File: src/hdl/tats_pkg.sv
// Shared types, constants and helpers for the thermostat actuator test sequencer.
// No dependencies; used by tats_step and thermostat_actuator_test_sequencer.
`default_nettype none

package tats_pkg;

  localparam int unsigned CODE_W   = 8;
  localparam int unsigned POS_W    = 8;
  localparam int unsigned DWELL_W  = 8;
  localparam int unsigned TIME_W   = 9;
  localparam int unsigned CFG_IDX_W = 3;
  localparam int unsigned CFG_DATA_W = 16;
  localparam int unsigned PHASE_W  = 2;

  localparam logic [POS_W-1:0]   POS_CAP   = 8'd200;
  localparam logic [DWELL_W-1:0] DWELL_CAP = 8'd250;
  localparam logic [TIME_W-1:0]  TIME_CAP  = 9'd500;

  // configuration register indexes
  localparam logic [CFG_IDX_W-1:0] CFG_SEL_CODE  = 3'd0;
  localparam logic [CFG_IDX_W-1:0] CFG_HIGH_POS  = 3'd1;
  localparam logic [CFG_IDX_W-1:0] CFG_LOW_POS   = 3'd2;
  localparam logic [CFG_IDX_W-1:0] CFG_ON_DWELL  = 3'd3;
  localparam logic [CFG_IDX_W-1:0] CFG_OFF_DWELL = 3'd4;
  localparam logic [CFG_IDX_W-1:0] CFG_TOTAL     = 3'd5;
  localparam logic [CFG_IDX_W-1:0] CFG_END_HOLD  = 3'd6;

  // phase codes as seen on the result stream
  localparam logic [PHASE_W-1:0] PHASE_CODE_IDLE = 2'd0;
  localparam logic [PHASE_W-1:0] PHASE_CODE_HIGH = 2'd1;
  localparam logic [PHASE_W-1:0] PHASE_CODE_LOW  = 2'd2;
  localparam logic [PHASE_W-1:0] PHASE_CODE_END  = 2'd3;

  typedef enum logic [3:0] {
    PH_IDLE = 4'b0001,
    PH_HIGH = 4'b0010,
    PH_LOW  = 4'b0100,
    PH_END  = 4'b1000
  } phase_t;

  // registers are held already saturated
  typedef struct packed {
    logic [CODE_W-1:0]  sel_code;
    logic [POS_W-1:0]   high_pos;
    logic [POS_W-1:0]   low_pos;
    logic [DWELL_W-1:0] on_dwell;
    logic [DWELL_W-1:0] off_dwell;
    logic [TIME_W-1:0]  total;
    logic [TIME_W-1:0]  end_hold;
  } cfg_t;

  typedef struct packed {
    phase_t             phase;
    logic [DWELL_W-1:0] dwell_left;
    logic [TIME_W-1:0]  total_left;
    logic [TIME_W-1:0]  hold_left;
    logic [POS_W-1:0]   position;
  } seq_state_t;

  function automatic logic [POS_W-1:0] cap_pos(input logic [POS_W-1:0] v);
    return (v > POS_CAP) ? POS_CAP : v;
  endfunction

  function automatic logic [DWELL_W-1:0] cap_dwell(input logic [DWELL_W-1:0] v);
    return (v > DWELL_CAP) ? DWELL_CAP : v;
  endfunction

  function automatic logic [TIME_W-1:0] cap_time(input logic [CFG_DATA_W-1:0] v);
    return (v > CFG_DATA_W'(TIME_CAP)) ? TIME_CAP : v[TIME_W-1:0];
  endfunction

  function automatic logic [PHASE_W-1:0] phase_code(input phase_t p);
    logic [PHASE_W-1:0] c;
    unique case (p)
      PH_IDLE: c = PHASE_CODE_IDLE;
      PH_HIGH: c = PHASE_CODE_HIGH;
      PH_LOW:  c = PHASE_CODE_LOW;
      PH_END:  c = PHASE_CODE_END;
      default: c = PHASE_CODE_IDLE;
    endcase
    return c;
  endfunction

endpackage

`default_nettype wire

File: src/hdl/thermostat_actuator_test_sequencer.sv
// Top level of the thermostat actuator test sequencer: stream ports, config
// registers, sequencer state and result register. Depends on tats_pkg, tats_step.
//
//   channel  dir  handshake          payload
//   s_*      in   s_tvalid/s_tready  s_tdata: test_action_code, service_enable
//   m_*      out  m_tvalid/m_tready  m_tdata: in_progress, test_complete,
//                                             requested_position, phase
//   cfg_*    in   cfg_valid/cfg_ready cfg_index, cfg_data
//
// One tick per cycle while not stalled; each tick's result is registered at its transfer.
// The state update and the result register load in the same edge.
// s_tready drops only while a result is held and m_tready is low.
// Reset: idle phase, cfg and state zero, no result pending. cfg_ready is always high.
`default_nettype none

module thermostat_actuator_test_sequencer (
  input  wire logic                             clk,
  input  wire logic                             rst,
  input  wire logic                             s_tvalid,
  output logic                                  s_tready,
  input  wire logic [15:0]                      s_tdata,  // [7:0] test_action_code, [8] service_enable
  output logic                                  m_tvalid,
  input  wire logic                             m_tready,
  output logic [15:0]                           m_tdata,  // [0] in_progress, [1] test_complete,
                                                          // [9:2] requested_position, [11:10] phase
  input  wire logic                             cfg_valid,
  output logic                                  cfg_ready,
  input  wire logic [tats_pkg::CFG_IDX_W-1:0]   cfg_index,
  input  wire logic [tats_pkg::CFG_DATA_W-1:0]  cfg_data
);

  tats_pkg::cfg_t       cfg;
  tats_pkg::seq_state_t st;
  tats_pkg::seq_state_t st_next;
  logic                 ena;
  logic                 accept;
  logic                 driving;
  logic                 ending;

  assign cfg_ready = 1'b1;
  assign s_tready  = !m_tvalid || m_tready;
  assign accept    = s_tvalid && s_tready;
  assign ena       = (s_tdata[7:0] == cfg.sel_code) && s_tdata[8];

  tats_step u_step (
    .st      (st),
    .cfg     (cfg),
    .ena     (ena),
    .st_next (st_next)
  );

  always_ff @(posedge clk) begin
    if (rst) begin
      cfg <= '0;
    end else if (cfg_valid) begin
      unique case (cfg_index)
        tats_pkg::CFG_SEL_CODE:  cfg.sel_code  <= cfg_data[7:0];
        tats_pkg::CFG_HIGH_POS:  cfg.high_pos  <= tats_pkg::cap_pos(cfg_data[7:0]);
        tats_pkg::CFG_LOW_POS:   cfg.low_pos   <= tats_pkg::cap_pos(cfg_data[7:0]);
        tats_pkg::CFG_ON_DWELL:  cfg.on_dwell  <= tats_pkg::cap_dwell(cfg_data[7:0]);
        tats_pkg::CFG_OFF_DWELL: cfg.off_dwell <= tats_pkg::cap_dwell(cfg_data[7:0]);
        tats_pkg::CFG_TOTAL:     cfg.total     <= tats_pkg::cap_time(cfg_data);
        tats_pkg::CFG_END_HOLD:  cfg.end_hold  <= tats_pkg::cap_time(cfg_data);
        default: ;
      endcase
    end
  end

  always_ff @(posedge clk) begin
    if (rst) begin
      st.phase      <= tats_pkg::PH_IDLE;
      st.dwell_left <= '0;
      st.total_left <= '0;
      st.hold_left  <= '0;
      st.position   <= '0;
      m_tvalid      <= 1'b0;
    end else begin
      if (accept) begin
        st       <= st_next;
        m_tvalid <= 1'b1;
      end else if (m_tready) begin
        m_tvalid <= 1'b0;
      end
    end
  end

  assign driving = (st_next.phase == tats_pkg::PH_HIGH) || (st_next.phase == tats_pkg::PH_LOW);
  assign ending  = (st_next.phase == tats_pkg::PH_END);

  always_ff @(posedge clk) begin
    if (accept) begin
      m_tdata <= {4'b0000, tats_pkg::phase_code(st_next.phase), st_next.position,
                  ending, driving};
    end
  end

endmodule

`default_nettype wire

File: src/hdl/tats_step.sv
// Next-state logic of the test sequencer for one tick.
// Depends on tats_pkg.
`default_nettype none

module tats_step (
  input  wire tats_pkg::seq_state_t st,
  input  wire tats_pkg::cfg_t       cfg,
  input  wire logic                 ena,
  output tats_pkg::seq_state_t      st_next
);

  always_comb begin
    st_next = st;
    unique case (st.phase)
      tats_pkg::PH_IDLE: begin
        if (ena) begin
          st_next.phase      = tats_pkg::PH_HIGH;
          st_next.position   = cfg.high_pos;
          st_next.dwell_left = cfg.on_dwell;
          st_next.total_left = cfg.total;
        end
      end
      tats_pkg::PH_HIGH, tats_pkg::PH_LOW: begin
        if (!ena) begin
          st_next.phase    = tats_pkg::PH_IDLE;
          st_next.position = '0;
        end else if (st.total_left <= tats_pkg::TIME_W'(1)) begin
          st_next.phase     = tats_pkg::PH_END;
          st_next.position  = '0;
          st_next.hold_left = cfg.end_hold;
        end else begin
          st_next.total_left = st.total_left - tats_pkg::TIME_W'(1);
          if (st.dwell_left <= tats_pkg::DWELL_W'(1)) begin
            if (st.phase == tats_pkg::PH_HIGH) begin
              st_next.phase      = tats_pkg::PH_LOW;
              st_next.position   = cfg.low_pos;
              st_next.dwell_left = cfg.off_dwell;
            end else begin
              st_next.phase      = tats_pkg::PH_HIGH;
              st_next.position   = cfg.high_pos;
              st_next.dwell_left = cfg.on_dwell;
            end
          end else begin
            st_next.dwell_left = st.dwell_left - tats_pkg::DWELL_W'(1);
          end
        end
      end
      tats_pkg::PH_END: begin
        if (ena && (st.hold_left == '0)) begin
          st_next.phase    = tats_pkg::PH_IDLE;
          st_next.position = '0;
        end else if (st.hold_left != '0) begin
          st_next.hold_left = st.hold_left - tats_pkg::TIME_W'(1);
        end
      end
      default: begin
        st_next.phase    = tats_pkg::PH_IDLE;
        st_next.position = '0;
      end
    endcase
  end

endmodule

`default_nettype wire
File: config.mk
export PLATFORM = sky130hd
export DESIGN_NAME = thermostat_actuator_test_sequencer
export DESIGN_NICKNAME = d
export VERILOG_FILES = /design/src/hdl/tats_pkg.sv /design/src/hdl/thermostat_actuator_test_sequencer.sv /design/src/hdl/tats_step.sv
export SDC_FILE = /design/constraint.sdc
export NUM_CORES = 1
export LEC_CHECK = 0
export BUFFER_PORTS_ARGS = -buffer_cell sky130_fd_sc_hd__buf_2
export CAP_MARGIN = 0
export CORE_MARGIN = 10
export CORE_UTILIZATION = 55
export DETAILED_ROUTE_END_ITERATION = 6
export HOLD_SLACK_MARGIN = 0.15
export PLACE_DENSITY = 0.75
export SLEW_MARGIN = 25
export SYNTH_ARGS = -nofsm -noshare
export SYNTH_HDL_FRONTEND = slang
export SYNTH_HIERARCHICAL = 1
export SYNTH_SLANG_ARGS = --single-unit
export TNS_END_PERCENT = 100
File: constraint.sdc
create_clock -name clk -period 4.8 [get_ports clk]
set_input_delay 0.96 -clock clk [delete_from_list [all_inputs] [get_ports clk]]
set_output_delay 0.96 -clock clk [all_outputs]
set_load 0.01 [all_outputs]
==> results.toml <==
[sta]
grt_setup_unrepaired = "false"
finalCritPeriodShare = 0.643
max_slew_margin = 0.313
worst_pin_slew_ps = 1020
drv_slew = 0
setup_viol = 0
max_freq_mhz = 324
setup_tns_ps = 0
min_period_ps = 3090
worst_slack_ps = 1710
finClkSkew_ps = 9.27
hold_violations = 0

[synth]
async_reset_ff_frac = 0
yosys_warnings = 6
syn_area_um2 = 6050
yosysUniqueCellTypes = 69
avgSynthCellArea_um2 = 8.26
synth_edf_count = 12
synth_seq_area_share = 0.381
yosys_most_used_dff = "dfxtp_1"
yosys_register_bits = 109
netlist_instances = 732

[clock_tree]
cts_made_buffers = 9
postCtsSetupBuffers = 0
htree_num_levels = 3
clk_latency_ps = 380
cts_tree = "yes"
cts_resized = 0
cts_root_buffer = "clkbuf_8"
clk_path_buf_depth = 2
clkTransAtPathRegs_ps = 100
cts_hold_buffers = 0
clock_sinks = 109

[placed_design]
place_congestion = 0.898
hpwl_um = 10700
place_ws_ps = 1350
numPortBuffers = 46

[final_layout]
antenna_cells = 0
multi_input_area_um2 = 3370
regArea_um2 = 2300
drive_above_1_share = 0.133
fill_cells = 973
fin_nets = 779
area_growth_pct = 5.56

[setup_path]
crit_path_start_kind = "primary input"
end_kind = "register"
cp_data_arrival_time_ps = 3390
worst-endpoint-required_ps = 5110
r2r-end = "st[29]"
rr_worst_depth = 12
worstSetupPathType = "in -> reg"
path_max_fanout = 27
r2r_start = "cfg[50]"
reg2reg_slack_ps = 2070

[pwr]
p_total_mw = 1.56
p_int_mw = 1.16
leakage_nw = 2.12
p_switching_mw = 0.399
sw_frac_of_total = 0.256
vdd_ir_drop_max_mv = 0.217
seq_power_share = 0.606
power.share.clock = 0.310
comb_power_share = 0.084
powerDensity_nw_per_um2 = 244

[grt]
grt_pass1_wl_um = 26700
grt_max_degree = 77
grt_pass1_vias = 5362
track_usage = 0.198
globalRouteOverflowTotal = 0
antenna_found_initial = 0

[floorplanning]
die_area_um2 = 15600
die_h_um = 125
ios = 59
core_area_um2 = 10800
row_count = 38
initial_core_util = 0.560
die_x_um = 125

[route]
drc = 0
wire_per_inst_um = 18.2
via_per_inst = 6.40
dr.pass1.iters = 6
antenna_left = 0
vias = 5623
drt_iter0_markers = 555
drt-total-wl_um = 16000

[outcome]
status = "finished clean"

[hold_path]
min_to = "cfg[23]"
hold_path_depth = 2
hold_class = "reg -> reg"
hold_start = "cfg[23]"

[flow_run]
max_cap_violations = 0
[power by group through the flow]
stage	clock network, mW	registers [mW]	logic, mW
after floorplan	0	0.966	0.0858
after global placement	0	0.966	0.126
after detailed placement	0	0.967	0.129
after CTS	0.496	0.946	0.130
after global routing	0.536	0.949	0.143
final	0.484	0.946	0.131
[worst max-delay path by stage]
stage	from	to	cells after the start
2_1_floorplan	s_tdata[6]	m_tdata[11]	10
4_1_cts	s_tdata[6]	m_tdata[0]	11
3_3_place_gp	s_tdata[2]	m_tdata[11]	11
3_5_place_dp	s_tdata[6]	m_tdata[0]	11
5_1_grt	s_tdata[2]	st[29]	13
6_report	s_tdata[3]	st[29]	13
[stage by stage]
stage | instance area (um2) | std cells | hold slack [ps] | util
2_1_floorplan | 6060 | 735 | 432 | -
5_1_grt | 6380 | 878 | 487 | 0.592
3_3_place_gp | 6220 | 863 | 445 | 0.576
6_report | 6380 | 878 | 461 | 0.592
4_1_cts | 6380 | 878 | 464 | 0.592
3_5_place_dp | 6230 | 863 | 451 | 0.577
[sequential cells by signal, summed over array words and instances (netlist names)]
signal    count
cfg          58
m_tdata      12
st           38
m_tvalid      1
[Yosys cell counts (4+ instances only)]
| cell | count | area share |
|---|---|---|
| nand2b_1 | 5 | 0.0052 |
| o21ai_0 | 46 | 0.038 |
| buf_6 | 5 | 0.0093 |
| a21oi_1 | 72 | 0.060 |
| edfxtp_1 | 12 | 0.060 |
| a221o_1 | 14 | 0.023 |
| a31oi_1 | 4 | 0.0041 |
| o311ai_0 | 4 | 0.0058 |
| a311oi_1 | 4 | 0.0058 |
| a211oi_2 | 5 | 0.010 |
| nor2_1 | 56 | 0.035 |
| mux2i_1 | 22 | 0.036 |
| ha_1 | 5 | 0.010 |
| nand3_1 | 53 | 0.044 |
| a22oi_1 | 9 | 0.011 |
| dfxtp_1 | 97 | 0.32 |
| o21bai_1 | 5 | 0.0062 |
| buf_1 | 4 | 0.0025 |
| buf_4 | 8 | 0.0099 |
| a211oi_1 | 16 | 0.020 |
| xnor2_1 | 14 | 0.020 |
| nor3_1 | 16 | 0.013 |
| nand3b_1 | 11 | 0.014 |
| o211ai_1 | 4 | 0.0050 |
| nor2b_1 | 5 | 0.0052 |
| nand4b_1 | 4 | 0.0058 |
| o21ai_1 | 13 | 0.011 |
| xor2_1 | 6 | 0.0087 |
| buf_2 | 4 | 0.0033 |
| nand2_1 | 75 | 0.047 |
| o41ai_1 | 5 | 0.0072 |
| clkbuf_1 | 47 | 0.029 |
| inv_1 | 19 | 0.012 |
[area by class of cell]
class	count	share of cell area
Multi-Input combinational cell	539	0.528
Sequential cell	109	0.361
Timing Repair Buffer	56	0.0478
Tap cell	140	0.0274
Clock buffer	11	0.0206
Inverter	19	0.0112
Clock inverter	4	0.00412
[cell families after synthesis]
kind of cell    after synthesis  synth area share
xor+xnor                     20            0.0290
compound gates              222             0.240
simple gates                263             0.233
flops                       109             0.381
mux                          24            0.0401
fa+ha+maj                     5            0.0103
other cells                   2           0.00124
buf+inv                      87            0.0660
[routing by layer]
layer	global-route usage	up-vias	wire length, um
met5	0	-	0
met4	0.0434	0	189
met3	0.0502	21	1370
met2	0.327	255	7550
met1	0.255	2680	6890
li1	-	2667	-
[worst max-delay path, stage by stage]
cell     delay (ps)
buf_2           100
xnor2_1         110
nand4_1          90
nor3_1           50
buf_4           170
nor2b_1         150
and3_1          190
buf_4           230
a21oi_1         740
a22oi_1         210
o21ai_1         150
nand3_1          90
a21oi_1         150
[placed cells by master (no fill, tap or decap), types with 9 or more instances in the layout]
cell / count
clkbuf_8: 9
a211oi_1: 16
edfxtp_1: 12
a21oi_1: 72
nor3_1: 16
o21ai_0: 45
nor2_1: 56
nand3_1: 53
buf_4: 10
o21ai_1: 14
mux2i_1: 22
xnor2_1: 14
buf_2: 46
inv_1: 18
a22oi_1: 9
nand3b_1: 11
a221o_1: 14
dfxtp_1: 97
nand2_1: 75
Note: power is estimated with default switching activity, not from simulation.
